===== config.mk =====
export PLATFORM = sky130hd
export DESIGN_NAME = keyed_shared_region_table
export DESIGN_NICKNAME = d
export VERILOG_FILES = /design/src/sv/kst_pkg.sv /design/src/sv/keyed_shared_region_table.sv /design/src/sv/kst_ctrl.sv /design/src/sv/kst_datapath.sv
export SDC_FILE = /design/constraint.sdc
export NUM_CORES = 1
export LEC_CHECK = 0
export ABC_AREA = 1
export BUFFER_PORTS_ARGS = -buffer_cell sky130_fd_sc_hd__buf_2
export CAP_MARGIN = 20
export CORE_ASPECT_RATIO = 0.9
export CORE_UTILIZATION = 50
export CTS_BUF_LIST = sky130_fd_sc_hd__clkbuf_4 sky130_fd_sc_hd__clkbuf_8
export DETAILED_ROUTE_END_ITERATION = 8
export PLACE_DENSITY_LB_ADDON = 0.15
export SLEW_MARGIN = 20
export SYNTH_ARGS = -nofsm -noshare
export SYNTH_HDL_FRONTEND = slang
export SYNTH_SLANG_ARGS = --single-unit

===== constraint.sdc =====
create_clock -name clk -period 3.61 [get_ports clk]
set_input_delay 0.361 -clock clk [delete_from_list [all_inputs] [get_ports clk]]
set_output_delay 0.361 -clock clk [all_outputs]
set_load 0.01 [all_outputs]

===== src/sv/kst_pkg.sv =====
// Shared types and constants for the keyed shared region table.
// Used by kst_ctrl, kst_datapath and keyed_shared_region_table; no dependencies.
package kst_pkg;

  localparam int SLOTS_DEF      = 8;
  localparam int COUNT_BITS_DEF = 8;

  localparam int KEY_W    = 32;
  localparam int MASK_W   = 8;
  localparam int SLOT_W   = 3;
  localparam int STATUS_W = 2;

  typedef enum logic [1:0] {
    CMD_CREATE     = 2'd0,
    CMD_ATTACH     = 2'd1,
    CMD_DETACH     = 2'd2,
    CMD_DETACH_ALL = 2'd3
  } cmd_t;

  typedef enum logic [1:0] {
    ST_OK        = 2'd0,
    ST_NOT_FOUND = 2'd1,
    ST_FULL      = 2'd2,
    ST_RES_FAIL  = 2'd3
  } status_t;

  typedef enum logic [1:0] {
    S_IDLE,
    S_SCAN,
    S_DRAIN,
    S_FINISH
  } state_t;

  // Controller to datapath
  typedef struct packed {
    logic start;
    logic scan_issue;
    logic finish;
  } ctl_cmd_t;

  // Datapath to controller
  typedef struct packed {
    logic last_addr;
    logic out_free;
  } ctl_sts_t;

endpackage


===== src/sv/keyed_shared_region_table.sv =====
// Top level of the keyed shared region table.
// Depends on kst_pkg, kst_ctrl and kst_datapath.
//
// Usage:
//   Requests enter on the input channel (in_valid / in_ready) with command,
//   key, already_mapped, resource_ok and mapped_slots; every request yields
//   exactly one result transfer on the output channel (out_valid / out_ready)
//   carrying status, slot_index and freed_slots.
//   Commands: create (find key or claim lowest free slot), attach (count up
//   once per new mapping, saturating), detach by key, detach all in a mask.
// Timing:
//   One request at a time. Each request walks every slot through the key and
//   count stores, one slot per cycle, then drains the read stage and loads the
//   result register; the next request is taken on the cycle after the result
//   is loaded.
// Reset:
//   Synchronous, active high rst empties the table: all slots free, counts
//   read as zero for free slots; no output is pending.
// Stall:
//   The result sits in an output register; a new request is taken while it
//   waits. If a second result is ready before the first is taken, hold it
//   in the finishing step until out_ready frees the register.
module keyed_shared_region_table #(
  parameter int SLOTS      = kst_pkg::SLOTS_DEF,
  parameter int COUNT_BITS = kst_pkg::COUNT_BITS_DEF
) (
  input  logic                              clk,
  input  logic                              rst,
  input  logic                              in_valid,
  output logic                              in_ready,
  input  logic [1:0]                        command,
  input  logic signed [kst_pkg::KEY_W-1:0]  key,
  input  logic                              already_mapped,
  input  logic                              resource_ok,
  input  logic [kst_pkg::MASK_W-1:0]        mapped_slots,
  output logic                              out_valid,
  input  logic                              out_ready,
  output logic [kst_pkg::STATUS_W-1:0]      status,
  output logic [kst_pkg::SLOT_W-1:0]        slot_index,
  output logic [kst_pkg::MASK_W-1:0]        freed_slots
);

  kst_pkg::ctl_cmd_t ctl_cmd;
  kst_pkg::ctl_sts_t ctl_sts;

  // Sequencer: accept, walk the slots, drain the read stage, finish.
  kst_ctrl u_ctrl (
    .clk      (clk),
    .rst      (rst),
    .in_valid (in_valid),
    .in_ready (in_ready),
    .sts      (ctl_sts),
    .cmd      (ctl_cmd)
  );

  // Slot stores, key compare, count update and result register.
  kst_datapath #(
    .SLOTS      (SLOTS),
    .COUNT_BITS (COUNT_BITS)
  ) u_datapath (
    .clk            (clk),
    .rst            (rst),
    .cmd            (ctl_cmd),
    .sts            (ctl_sts),
    .command        (command),
    .key            (key),
    .already_mapped (already_mapped),
    .resource_ok    (resource_ok),
    .mapped_slots   (mapped_slots),
    .out_valid      (out_valid),
    .out_ready      (out_ready),
    .status         (status),
    .slot_index     (slot_index),
    .freed_slots    (freed_slots)
  );

endmodule


===== src/sv/kst_ctrl.sv =====
// Sequencer for the keyed shared region table: accept, slot walk, drain, finish.
// Depends on kst_pkg.
module kst_ctrl (
  input  logic                clk,
  input  logic                rst,
  input  logic                in_valid,
  output logic                in_ready,
  input  kst_pkg::ctl_sts_t   sts,
  output kst_pkg::ctl_cmd_t   cmd
);

  kst_pkg::state_t state, state_next;

  always_ff @(posedge clk) begin
    if (rst) begin
      state <= kst_pkg::S_IDLE;
    end else begin
      state <= state_next;
    end
  end

  always_comb begin
    state_next = state;
    case (state)
      kst_pkg::S_IDLE: begin
        if (in_valid) state_next = kst_pkg::S_SCAN;
      end
      kst_pkg::S_SCAN: begin
        if (sts.last_addr) state_next = kst_pkg::S_DRAIN;
      end
      kst_pkg::S_DRAIN: begin
        state_next = kst_pkg::S_FINISH;
      end
      kst_pkg::S_FINISH: begin
        if (sts.out_free) state_next = kst_pkg::S_IDLE;
      end
      default: begin
        state_next = kst_pkg::S_IDLE;
      end
    endcase
  end

  always_comb begin
    in_ready       = 1'b0;
    cmd.start      = 1'b0;
    cmd.scan_issue = 1'b0;
    cmd.finish     = 1'b0;
    case (state)
      kst_pkg::S_IDLE: begin
        in_ready  = 1'b1;
        cmd.start = in_valid;
      end
      kst_pkg::S_SCAN: begin
        cmd.scan_issue = 1'b1;
      end
      kst_pkg::S_DRAIN: begin
      end
      kst_pkg::S_FINISH: begin
        cmd.finish = sts.out_free;
      end
      default: begin
      end
    endcase
  end

endmodule


===== src/sv/kst_datapath.sv =====
// Datapath of the keyed shared region table: request registers, slot stores,
// walk compare and count update, result register. Depends on kst_pkg.
module kst_datapath #(
  parameter int SLOTS      = kst_pkg::SLOTS_DEF,
  parameter int COUNT_BITS = kst_pkg::COUNT_BITS_DEF
) (
  input  logic                         clk,
  input  logic                         rst,
  input  kst_pkg::ctl_cmd_t            cmd,
  output kst_pkg::ctl_sts_t            sts,
  input  logic [1:0]                   command,
  input  logic signed [kst_pkg::KEY_W-1:0] key,
  input  logic                         already_mapped,
  input  logic                         resource_ok,
  input  logic [kst_pkg::MASK_W-1:0]   mapped_slots,
  output logic                         out_valid,
  input  logic                         out_ready,
  output logic [kst_pkg::STATUS_W-1:0] status,
  output logic [kst_pkg::SLOT_W-1:0]   slot_index,
  output logic [kst_pkg::MASK_W-1:0]   freed_slots
);

  localparam int IDX_W = (SLOTS > 1) ? $clog2(SLOTS) : 1;
  localparam int EXT_W = IDX_W + kst_pkg::SLOT_W;

  // request
  kst_pkg::cmd_t               req_cmd;
  logic [kst_pkg::KEY_W-1:0]   req_key;
  logic                        req_mapped;
  logic                        req_ok;
  logic [kst_pkg::MASK_W-1:0]  req_mask;

  // slot stores
  logic [SLOTS-1:0]            used;
  logic [kst_pkg::KEY_W-1:0]   key_mem [SLOTS];
  logic [COUNT_BITS-1:0]       count_mem [SLOTS];
  logic [kst_pkg::KEY_W-1:0]   rd_key;
  logic [COUNT_BITS-1:0]       rd_cnt;

  // walk
  logic [IDX_W-1:0]            rd_addr;
  logic [IDX_W-1:0]            cmp_idx;
  logic                        cmp_vld;
  logic                        found;
  logic [IDX_W-1:0]            match_idx;
  logic [COUNT_BITS-1:0]       match_cnt;
  logic                        free_found;
  logic [IDX_W-1:0]            free_idx;
  logic [kst_pkg::MASK_W-1:0]  freed_acc;

  // combinational
  logic [COUNT_BITS-1:0]       eff_cnt;
  logic [COUNT_BITS-1:0]       all_dec;
  logic [EXT_W-1:0]            cmp_ext;
  logic                        in_mask;
  logic                        key_hit;
  logic                        all_hit;
  logic                        all_free;

  kst_pkg::status_t            fin_status;
  logic [IDX_W-1:0]            fin_slot;
  logic [kst_pkg::MASK_W-1:0]  fin_freed;
  logic                        fin_cnt_we;
  logic [COUNT_BITS-1:0]       fin_cnt_wd;
  logic                        fin_alloc;
  logic                        fin_release;
  logic [COUNT_BITS-1:0]       det_dec;
  logic [EXT_W-1:0]            match_ext;
  logic [EXT_W-1:0]            fin_ext;

  logic                        cnt_we;
  logic [IDX_W-1:0]            cnt_wa;
  logic [COUNT_BITS-1:0]       cnt_wd;

  assign sts.last_addr = (rd_addr == IDX_W'(SLOTS - 1));
  assign sts.out_free  = !out_valid || out_ready;

  // per-slot evaluation of the entry read last cycle
  always_comb begin
    eff_cnt  = used[cmp_idx] ? rd_cnt : '0;
    cmp_ext  = {{kst_pkg::SLOT_W{1'b0}}, cmp_idx};
    in_mask  = (cmp_ext < EXT_W'(kst_pkg::MASK_W)) && req_mask[cmp_ext[kst_pkg::SLOT_W-1:0]];
    key_hit  = used[cmp_idx] && (rd_key == req_key);
    all_hit  = cmp_vld && (req_cmd == kst_pkg::CMD_DETACH_ALL) && in_mask && used[cmp_idx];
    all_dec  = (eff_cnt != '0) ? eff_cnt - COUNT_BITS'(1) : '0;
    all_free = all_hit && (all_dec == '0);
  end

  // final decision once the walk is done
  always_comb begin
    fin_status  = kst_pkg::ST_OK;
    fin_slot    = '0;
    fin_freed   = '0;
    fin_cnt_we  = 1'b0;
    fin_cnt_wd  = '0;
    fin_alloc   = 1'b0;
    fin_release = 1'b0;
    det_dec     = (match_cnt != '0) ? match_cnt - COUNT_BITS'(1) : '0;
    match_ext   = {{kst_pkg::SLOT_W{1'b0}}, match_idx};
    case (req_cmd)
      kst_pkg::CMD_CREATE: begin
        if (found) begin
          fin_slot = match_idx;
        end else if (!free_found) begin
          fin_status = kst_pkg::ST_FULL;
        end else if (!req_ok) begin
          fin_status = kst_pkg::ST_RES_FAIL;
        end else begin
          fin_slot   = free_idx;
          fin_alloc  = 1'b1;
          fin_cnt_we = 1'b1;
        end
      end
      kst_pkg::CMD_ATTACH: begin
        if (!found) begin
          fin_status = kst_pkg::ST_NOT_FOUND;
        end else if (req_mapped) begin
          fin_slot = match_idx;
        end else if (!req_ok) begin
          fin_status = kst_pkg::ST_RES_FAIL;
        end else begin
          fin_slot   = match_idx;
          fin_cnt_we = 1'b1;
          fin_cnt_wd = (match_cnt != {COUNT_BITS{1'b1}}) ? match_cnt + COUNT_BITS'(1)
                                                          : match_cnt;
        end
      end
      kst_pkg::CMD_DETACH: begin
        if (!found) begin
          fin_status = kst_pkg::ST_NOT_FOUND;
        end else begin
          fin_slot = match_idx;
          if (req_mapped) begin
            fin_cnt_we = 1'b1;
            fin_cnt_wd = det_dec;
            if (det_dec == '0) begin
              fin_release = 1'b1;
              if (match_ext < EXT_W'(kst_pkg::MASK_W)) begin
                fin_freed[match_ext[kst_pkg::SLOT_W-1:0]] = 1'b1;
              end
            end
          end
        end
      end
      kst_pkg::CMD_DETACH_ALL: begin
        fin_freed = freed_acc;
      end
      default: begin
      end
    endcase
    fin_ext = {{kst_pkg::SLOT_W{1'b0}}, fin_slot};
  end

  // single count write port: walk write-back or final update
  always_comb begin
    cnt_we = 1'b0;
    cnt_wa = cmp_idx;
    cnt_wd = all_dec;
    if (cmd.finish) begin
      cnt_we = fin_cnt_we;
      cnt_wa = fin_alloc ? free_idx : match_idx;
      cnt_wd = fin_cnt_wd;
    end else if (all_hit) begin
      cnt_we = 1'b1;
    end
  end

  always_ff @(posedge clk) begin
    rd_key <= key_mem[rd_addr];
    rd_cnt <= count_mem[rd_addr];
    if (cnt_we) begin
      count_mem[cnt_wa] <= cnt_wd;
    end
    if (cmd.finish && fin_alloc) begin
      key_mem[free_idx] <= req_key;
    end
  end

  always_ff @(posedge clk) begin
    if (cmd.start) begin
      req_cmd    <= kst_pkg::cmd_t'(command);
      req_key    <= key;
      req_mapped <= already_mapped;
      req_ok     <= resource_ok;
      req_mask   <= mapped_slots;
    end
    if (cmd.scan_issue) begin
      cmp_idx <= rd_addr;
    end
    if (cmd.start) begin
      match_idx <= '0;
      match_cnt <= '0;
      free_idx  <= '0;
    end else if (cmp_vld) begin
      if (key_hit && !found) begin
        match_idx <= cmp_idx;
        match_cnt <= rd_cnt;
      end
      if (!used[cmp_idx] && !free_found) begin
        free_idx <= cmp_idx;
      end
    end
    if (cmd.finish) begin
      status     <= fin_status;
      slot_index <= fin_ext[kst_pkg::SLOT_W-1:0];
      freed_slots <= fin_freed;
    end
  end

  always_ff @(posedge clk) begin
    if (rst) begin
      used       <= '0;
      rd_addr    <= '0;
      cmp_vld    <= 1'b0;
      found      <= 1'b0;
      free_found <= 1'b0;
      freed_acc  <= '0;
      out_valid  <= 1'b0;
    end else begin
      cmp_vld <= cmd.scan_issue;
      if (cmd.start) begin
        rd_addr    <= '0;
        found      <= 1'b0;
        free_found <= 1'b0;
        freed_acc  <= '0;
      end else begin
        if (cmd.scan_issue) begin
          rd_addr <= rd_addr + IDX_W'(1);
        end
        if (cmp_vld && key_hit) begin
          found <= 1'b1;
        end
        if (cmp_vld && !used[cmp_idx]) begin
          free_found <= 1'b1;
        end
        if (all_free) begin
          used[cmp_idx] <= 1'b0;
          freed_acc[cmp_ext[kst_pkg::SLOT_W-1:0]] <= 1'b1;
        end
      end
      if (cmd.finish) begin
        if (fin_alloc) begin
          used[free_idx] <= 1'b1;
        end
        if (fin_release) begin
          used[match_idx] <= 1'b0;
        end
      end
      if (cmd.finish) begin
        out_valid <= 1'b1;
      end else if (out_ready) begin
        out_valid <= 1'b0;
      end
    end
  end

endmodule

==> results.sh, run 1 <==
export IMPL_min_period_ns=3.13
export IMPL_peakVddDrop_mv=0.378
export IMPL_post_cts_buffers=0
export IMPL_rsz0062_at_grt="no"
export IMPL_clock_path_buffers=3
export IMPL_synth_top_area_cell="edfxtp_1"
export IMPL_row_count=66
export IMPL_antenna_found_initial=0
export IMPL_ant_nets=0
export IMPL_routed_wl_um=44100
export IMPL_ys_seq_elements=459
export IMPL_leakage_uw=0.00764
export IMPL_cpMostUsedCell="nand2_1"
export IMPL_cts_tree="yes"
export IMPL_synth_ff_type="edfxtp_1"
export IMPL_grt_pass1_vias=11900
export IMPL_finalNetCount=1807
export IMPL_maxCapViolCount=0
export IMPL_yosys_top_cells_area="edfxtp_1, dfxtp_1, nor2_1, o21ai_0, nand2_1"
export IMPL_die_w_um=205
export IMPL_finalPower_uw=13800
export IMPL_clkSinkCount=459
export IMPL_drcViolationCount=0
export IMPL_cp_slowest_cell="o21ai_0"
export IMPL_antennaDiodeCount=0
export IMPL_clk_latency_ns=0.64
export IMPL_die_h_um=185
export IMPL_detail_route_vias_per_cell=5.47
export IMPL_powerDensity_nw_per_um2=642
export IMPL_hpwl_um=26000
export IMPL_cp_end_kind="flip-flop"
export IMPL_coreArea_um2=36300
export IMPL_min_path_type="in2reg"
export IMPL_vias=12500
export IMPL_fmax_mhz=319
export IMPL_multi_input_area_um2=4840
export IMPL_wl_per_cell_um=19.4
export IMPL_hold_violations=0
export IMPL_drive_above_1_share_pct=16.2
export IMPL_yosysTopAreaCellShare_pct=61.6
export IMPL_gr_usage_all_layers_pct=23.9
export IMPL_grt_overflow=0
export IMPL_setup_viol=0
export IMPL_crit_path_max_fanout=13
export IMPL_cts_root_buf="clkbuf_8"
export IMPL_max_slew_margin_rel_pct=26.9
export IMPL_syn_area_um2=18500
export IMPL_numCtsBuffers=74
export IMPL_ys_seq_area_share_pct=70.2
export IMPL_gp_congestion=0.832
export IMPL_syn2layout_area_growth_pct=16.4
export IMPL_status="completed"
export IMPL_num_io_pins=63
export IMPL_ys_warn_count=0
export IMPL_drt_iter0_drc=1049
export IMPL_syn_avg_cell_area_um2=11.6
export IMPL_tightestPinTransition_ns=1.09
export IMPL_drv_slew=0
export IMPL_regArea_um2=13000
export IMPL_critPathLaunchType="flip-flop"
export IMPL_fin_ws_ns=0.477
export IMPL_crit_chain="inv_2 > nand2_1 > nand2_1 > nand2_2 > nand2_2 > inv_2 > nand2_4 > nand2_1 > ha_1 > inv_1 > nor2_2 > nand2_4 > nand3_1 > o21ai_0"
export IMPL_clock_skew_final_ns=0.0353
export IMPL_fin_tns_setup_ns=0
export IMPL_grt_pass1_wl_um=67800
export IMPL_required_ns=3.87
export IMPL_criticalPathCategory="reg2reg"
export IMPL_first_pass_iters=7
export IMPL_async_flop_share_pct=0
export IMPL_synth_cells=1601
export IMPL_critPathArrivalTime_ns=3.40
export IMPL_syn_num_nets=1664
export IMPL_port_buffers=62
export IMPL_clkTransAtPathRegs_ns=0.06
export IMPL_htree_num_levels=3
export IMPL_pre_cts_ws_ns=0.540
export IMPL_final_period_utilization_pct=86.8
export IMPL_cp_slowest_stage_delay_ns=0.86
export IMPL_cts_resized=0
export IMPL_die_area_um2=37800
export IMPL_grt_max_degree=84
export IMPL_synth_edf_count=380
export IMPL_synth_cell_types=45
export IMPL_num_fill_cells=2951
export IMPL_start_util_pct=51.0
[synthesized netlist by cell type, types with 2 or more instances]
cell / count
buf_12: 2
a21oi_2: 9
edfxtp_1: 380
a32o_1: 4
nor2_1: 349
a211oi_1: 12
nor2_2: 3
inv_1: 106
clkinv_1: 2
nand2_4: 3
dfxtp_1: 79
o221ai_1: 4
a31oi_1: 42
nand2_2: 11
o22ai_1: 42
clkbuf_1: 62
o21ai_1: 2
o21ai_2: 2
o21ai_0: 198
nand2_1: 125
nor2_4: 2
buf_1: 8
o31ai_1: 2
nor3_1: 16
xnor2_1: 3
nand3_2: 5
nand3_1: 21
xor2_1: 10
o2111ai_1: 7
inv_2: 6
ha_1: 15
o211ai_1: 2
a21oi_1: 27
or2_2: 8
nor4_1: 6
nand4_1: 17
[layout make-up]
cell class,instances,share of cell area [%]
clock inverters,19,0.488
repair buffers,140,5.45
well taps,476,2.76
inverters,114,2.00
multi-input cells,955,22.5
flip-flops and latches,459,60.3
clock buffers,117,6.49
[registers in the layout (all words and copies together), names as in the netlist, 2 cells and up]
register / cells
u_datapath.count_mem: 64
u_datapath.freed_slots: 8
u_datapath.match_idx: 3
u_datapath.rd_addr: 3
u_datapath.status: 2
u_datapath.slot_index: 3
u_datapath.key_mem: 256
u_datapath.req_cmd: 2
u_datapath.rd_cnt: 8
u_datapath.rd_key: 32
u_datapath.freed_acc: 8
u_datapath.match_cnt: 8
u_datapath.req_key: 32
u_ctrl.state: 2
u_datapath.cmp_idx: 3
u_datapath.req_mask: 8
u_datapath.free_idx: 3
u_datapath.used: 8
[worst max-delay path, delay by kind of cell (launching register included)]
kind,cells,cell delay (ns)
AOI/OAI and AO/OA,1,0.86
DFF,1,0.55
adders and majority gates,1,0.19
and+or+nand+nor,9,0.84
buffers and inverters,3,0.32
[final timing paths]
check | from | slack [ns] | depth (start not counted) | to
max | u_datapath.cmp_idx[0] | 0.48 | 14 | u_datapath.count_mem[6][4]
min | out_ready | 0.24 | 5 | u_ctrl.state[1]
max reg2reg | u_datapath.cmp_idx[0] | 0.48 | 14 | u_datapath.count_mem[6][4]
min reg2reg | u_datapath.freed_acc[3] | 0.46 | 2 | u_datapath.freed_acc[3]
[cells by family (layout without fill, tap and decap cells)]
logic type / Yosys count / after routing / synth area share, %
adders and majority gates: 15 / 15 / 1.01
DFF: 459 / 459 / 70.2
and+or+nand+nor: 570 / 570 / 13.0
xor gates and xnor gates: 13 / 13 / 0.615
buffers and inverters: 187 / 390 / 3.99
AOI/OAI and AO/OA: 357 / 357 / 11.2
[where the power goes]
part | internal, uW | leakage [uW] | switching (uW) | total, uW
registers | 6440 | 0.00410 | 411 | 6850
clock network | 2470 | 0.000805 | 2040 | 4510
logic | 758 | 0.00274 | 1710 | 2470
[per-stage QoR]
step                      utilization [%]  hold WS [ns]  instance area [um2]  cells
final                                59.3         0.245                21500   2280
after global routing                 59.3         0.247                21500   2280
after CTS                            59.3         0.187                21500   2280
after detailed placement             53.9         0.450                19600   2098
after global placement               53.9         0.448                19600   2098
after floorplan                         -         0.430                18500   1601
[cell usage in the layout, fill, tap and decap left out, types with 7 or more instances in the layout]
cell type,instances
nor2_1,341
nor2_4,10
nand2_2,11
o21ai_0,198
buf_12,13
a21oi_1,27
clkinv_2,9
nand2_1,125
clkbuf_4,34
o22ai_1,42
xor2_1,10
dlygate4sd3_1,46
inv_1,104
nor3_1,16
nand3_1,21
clkbuf_8,83
a211oi_1,12
or2_2,8
o2111ai_1,7
inv_2,7
dfxtp_1,77
ha_1,15
buf_4,19
nand4_1,17
clkinv_1,7
buf_2,62
a31oi_1,42
a21oi_2,9
edfxtp_1,380
[layer usage]
layer	track usage, %	share of wire [%]	vias up
met1	35.3	47	5984
li1	-	-	5956
met3	4.38	6.3	73
met5	0	0	-
met4	7.28	1.8	0
met2	35.7	45	453
[repair_timing]
action                                  CTS  global route
endpoints found under the setup margin    0             0
hold buffers                             46             0
hold endpoints to repair                 47             0
Note: power is estimated with default switching activity, not from simulation.
==> run 2: changes to the inputs <==
--- a/config.mk
+++ b/config.mk
@@ -13,6 +13,7 @@
 export CTS_BUF_LIST = sky130_fd_sc_hd__clkbuf_4 sky130_fd_sc_hd__clkbuf_8
 export DETAILED_ROUTE_END_ITERATION = 8
 export PLACE_DENSITY_LB_ADDON = 0.15
+export SETUP_SLACK_MARGIN = 0.5
 export SLEW_MARGIN = 20
 export SYNTH_ARGS = -nofsm -noshare
 export SYNTH_HDL_FRONTEND = slang
==> run 2 against run 1 <==
Wire length up 0.34%; largest cell class unchanged; sequential power barely moved; utilization grew 0.13 points; global-route usage unchanged; final cell count up 0.18%; critical path depth decreased by 5; hold slack lost 0.0011 ns; combinational power hardly changed; sequential share of layout area shrank 0.13 points.
==> results.sh, run 2 (synthesis gave the netlist of run 1 again) <==
export IMPL_vias=12400
export IMPL_drcViolationCount=0
export IMPL_cp_slowest_cell="edfxtp_1"
export IMPL_antenna_found_initial=0
export IMPL_max_slew_margin_rel_pct=31.5
export IMPL_die_area_um2=37800
export IMPL_die_w_um=205
export IMPL_start_util_pct=51.0
export IMPL_htree_num_levels=3
export IMPL_maxCapViolCount=0
export IMPL_numCtsBuffers=74
export IMPL_gr_usage_all_layers_pct=23.9
export IMPL_setup_viol=0
export IMPL_die_h_um=185
export IMPL_fmax_mhz=345
export IMPL_combPwrFrac_pct=18.0
export IMPL_critPathLaunchType="flip-flop"
export IMPL_routed_wl_um=44300
export IMPL_cts_root_buf="clkbuf_8"
export IMPL_hpwl_um=26000
export IMPL_gp_congestion=0.832
export IMPL_power_frac_clock_pct=32.6
export IMPL_grt_max_degree=84
export IMPL_clkTransAtPathRegs_ns=0.06
export IMPL_min_period_ns=2.90
export IMPL_final_common_cell="edfxtp_1"
export IMPL_peakVddDrop_mv=0.378
export IMPL_largest_register="u_datapath.key_mem"
export IMPL_reg_top3="u_datapath.key_mem: 256 flops, u_datapath.count_mem: 64 flops"
export IMPL_num_io_pins=63
export IMPL_drt_iter0_drc=1071
export IMPL_rsz0062_at_grt="no"
export IMPL_cp_end_kind="flip-flop"
export IMPL_antennaDiodeCount=0
export IMPL_finalNetCount=1811
export IMPL_min_path_type="in2reg"
export IMPL_clock_path_buffers=3
export IMPL_p_sw_share_pct=30.1
export IMPL_ant_nets=0
export IMPL_port_buffers=62
export IMPL_drv_slew=0
export IMPL_dp_cells=2098
export IMPL_clock_skew_final_ns=0.0407
export IMPL_largest_reg_flops=256
export IMPL_cts_tree="yes"
export IMPL_switchingPower_uw=4170
export IMPL_clkSinkCount=459
export IMPL_grt_pass1_vias=11900
export IMPL_row_count=66
export IMPL_status="completed"
export IMPL_layout_common_cells="edfxtp_1, nor2_1, o21ai_0"
export IMPL_clk_latency_ns=0.64
export IMPL_wl_per_cell_um=19.4
export IMPL_first_pass_iters=6
export IMPL_cp_slowest_stage_delay_ns=0.54
export IMPL_criticalPathCategory="reg2reg"
export IMPL_powerDensity_nw_per_um2=642
export IMPL_grt_pass1_wl_um=67800
export IMPL_critPathArrivalTime_ns=3.43
export IMPL_required_ns=4.14
export IMPL_num_fill_cells=2949
export IMPL_crit_path_max_fanout=22
export IMPL_cell_internal_pwr_uw=9690
export IMPL_final_period_utilization_pct=80.4
export IMPL_tightestPinTransition_ns=1.03
export IMPL_regArea_um2=13000
export IMPL_detail_route_vias_per_cell=5.45
export IMPL_fin_util_pct=59.4
export IMPL_syn2layout_area_growth_pct=16.6
export IMPL_final_instance_count_excl_fill=2284
export IMPL_grt_overflow=0
export IMPL_leakage_uw=0.00766
export IMPL_hold_violations=0
export IMPL_multi_input_area_um2=4860
export IMPL_drive_above_1_share_pct=16.6
export IMPL_power_frac_seq_pct=49.4
export IMPL_fin_tns_setup_ns=0
export IMPL_crit_chain="nand2_1 > o2111ai_1 > nor4_1 > buf_4 > nand3_1 > nor2_1 > nand2_1 > buf_4 > a211oi_1"
export IMPL_coreArea_um2=36300
==> run 2: layer usage <==
layer  track usage (%)  wire length, um  up-vias
met2              35.7            19800      404
met1              35.3            21200     5997
met4              7.28              859        0
met5                 0                0        -
li1                  -                -     5961
met3              4.38             2490       77
==> run 2: worst max-delay path: cells and delay by family (launching register included) <==
family | cells | cell delay (ns)
DFF | 1 | 0.54
buffers and inverters | 2 | 0.45
and+or+nand+nor | 5 | 1.33
AOI/OAI and AO/OA | 2 | 0.49
==> run 2: path summary, 6_finish.rpt <==
check | from | to | slack [ns] | cells past startpoint
worst max-delay path | u_datapath.req_key[22] | u_datapath.match_cnt[3] | 0.71 | 9
worst min-delay path | out_ready | u_ctrl.state[1] | 0.24 | 5
worst max register to register | u_datapath.req_key[22] | u_datapath.match_cnt[3] | 0.71 | 9
worst min register to register | u_datapath.freed_acc[3] | u_datapath.freed_acc[3] | 0.46 | 2
==> run 2: repair_timing <==
action | 4_1_cts | 5_1_grt
gates resized for setup | 0 | 8
buffers inserted | 0 | 4
hold buffers | 46 | 0
hold endpoints to repair | 47 | 0
endpoints found under the setup margin | 0 | 80
==> run 2: through the flow <==
stage | worst slack [ns] | hold WS, ns | total power [uW] | area [um2]
floorplan | 0.773 | 0.430 | 8420 | 18500
global placement | 0.500 | 0.448 | 9320 | 19600
detailed placement | 0.540 | 0.450 | 9360 | 19600
CTS | 0.566 | 0.187 | 13900 | 21500
global route | 0.561 | 0.247 | 14500 | 21600
finish | 0.708 | 0.244 | 13900 | 21600
==> run 2: power groups by stage <==
stage               Clock (uW)  Sequential, uW  Combinational, uW
floorplan                    0            6770               1650
global placement             0            6950               2370
CTS                       4600            6850               2460
finish                    4510            6850               2500
detailed placement           0            6950               2410
global route              4830            6890               2760
==> run 2: area by class of cell <==
class,count,share of cell area (%)
clock buffer,117,6.47
clock inverter,19,0.487
inverter,114,2.00
multi-input combinational,955,22.5
sequential,459,60.2
tap,476,2.76
timing repair buffer,144,5.57
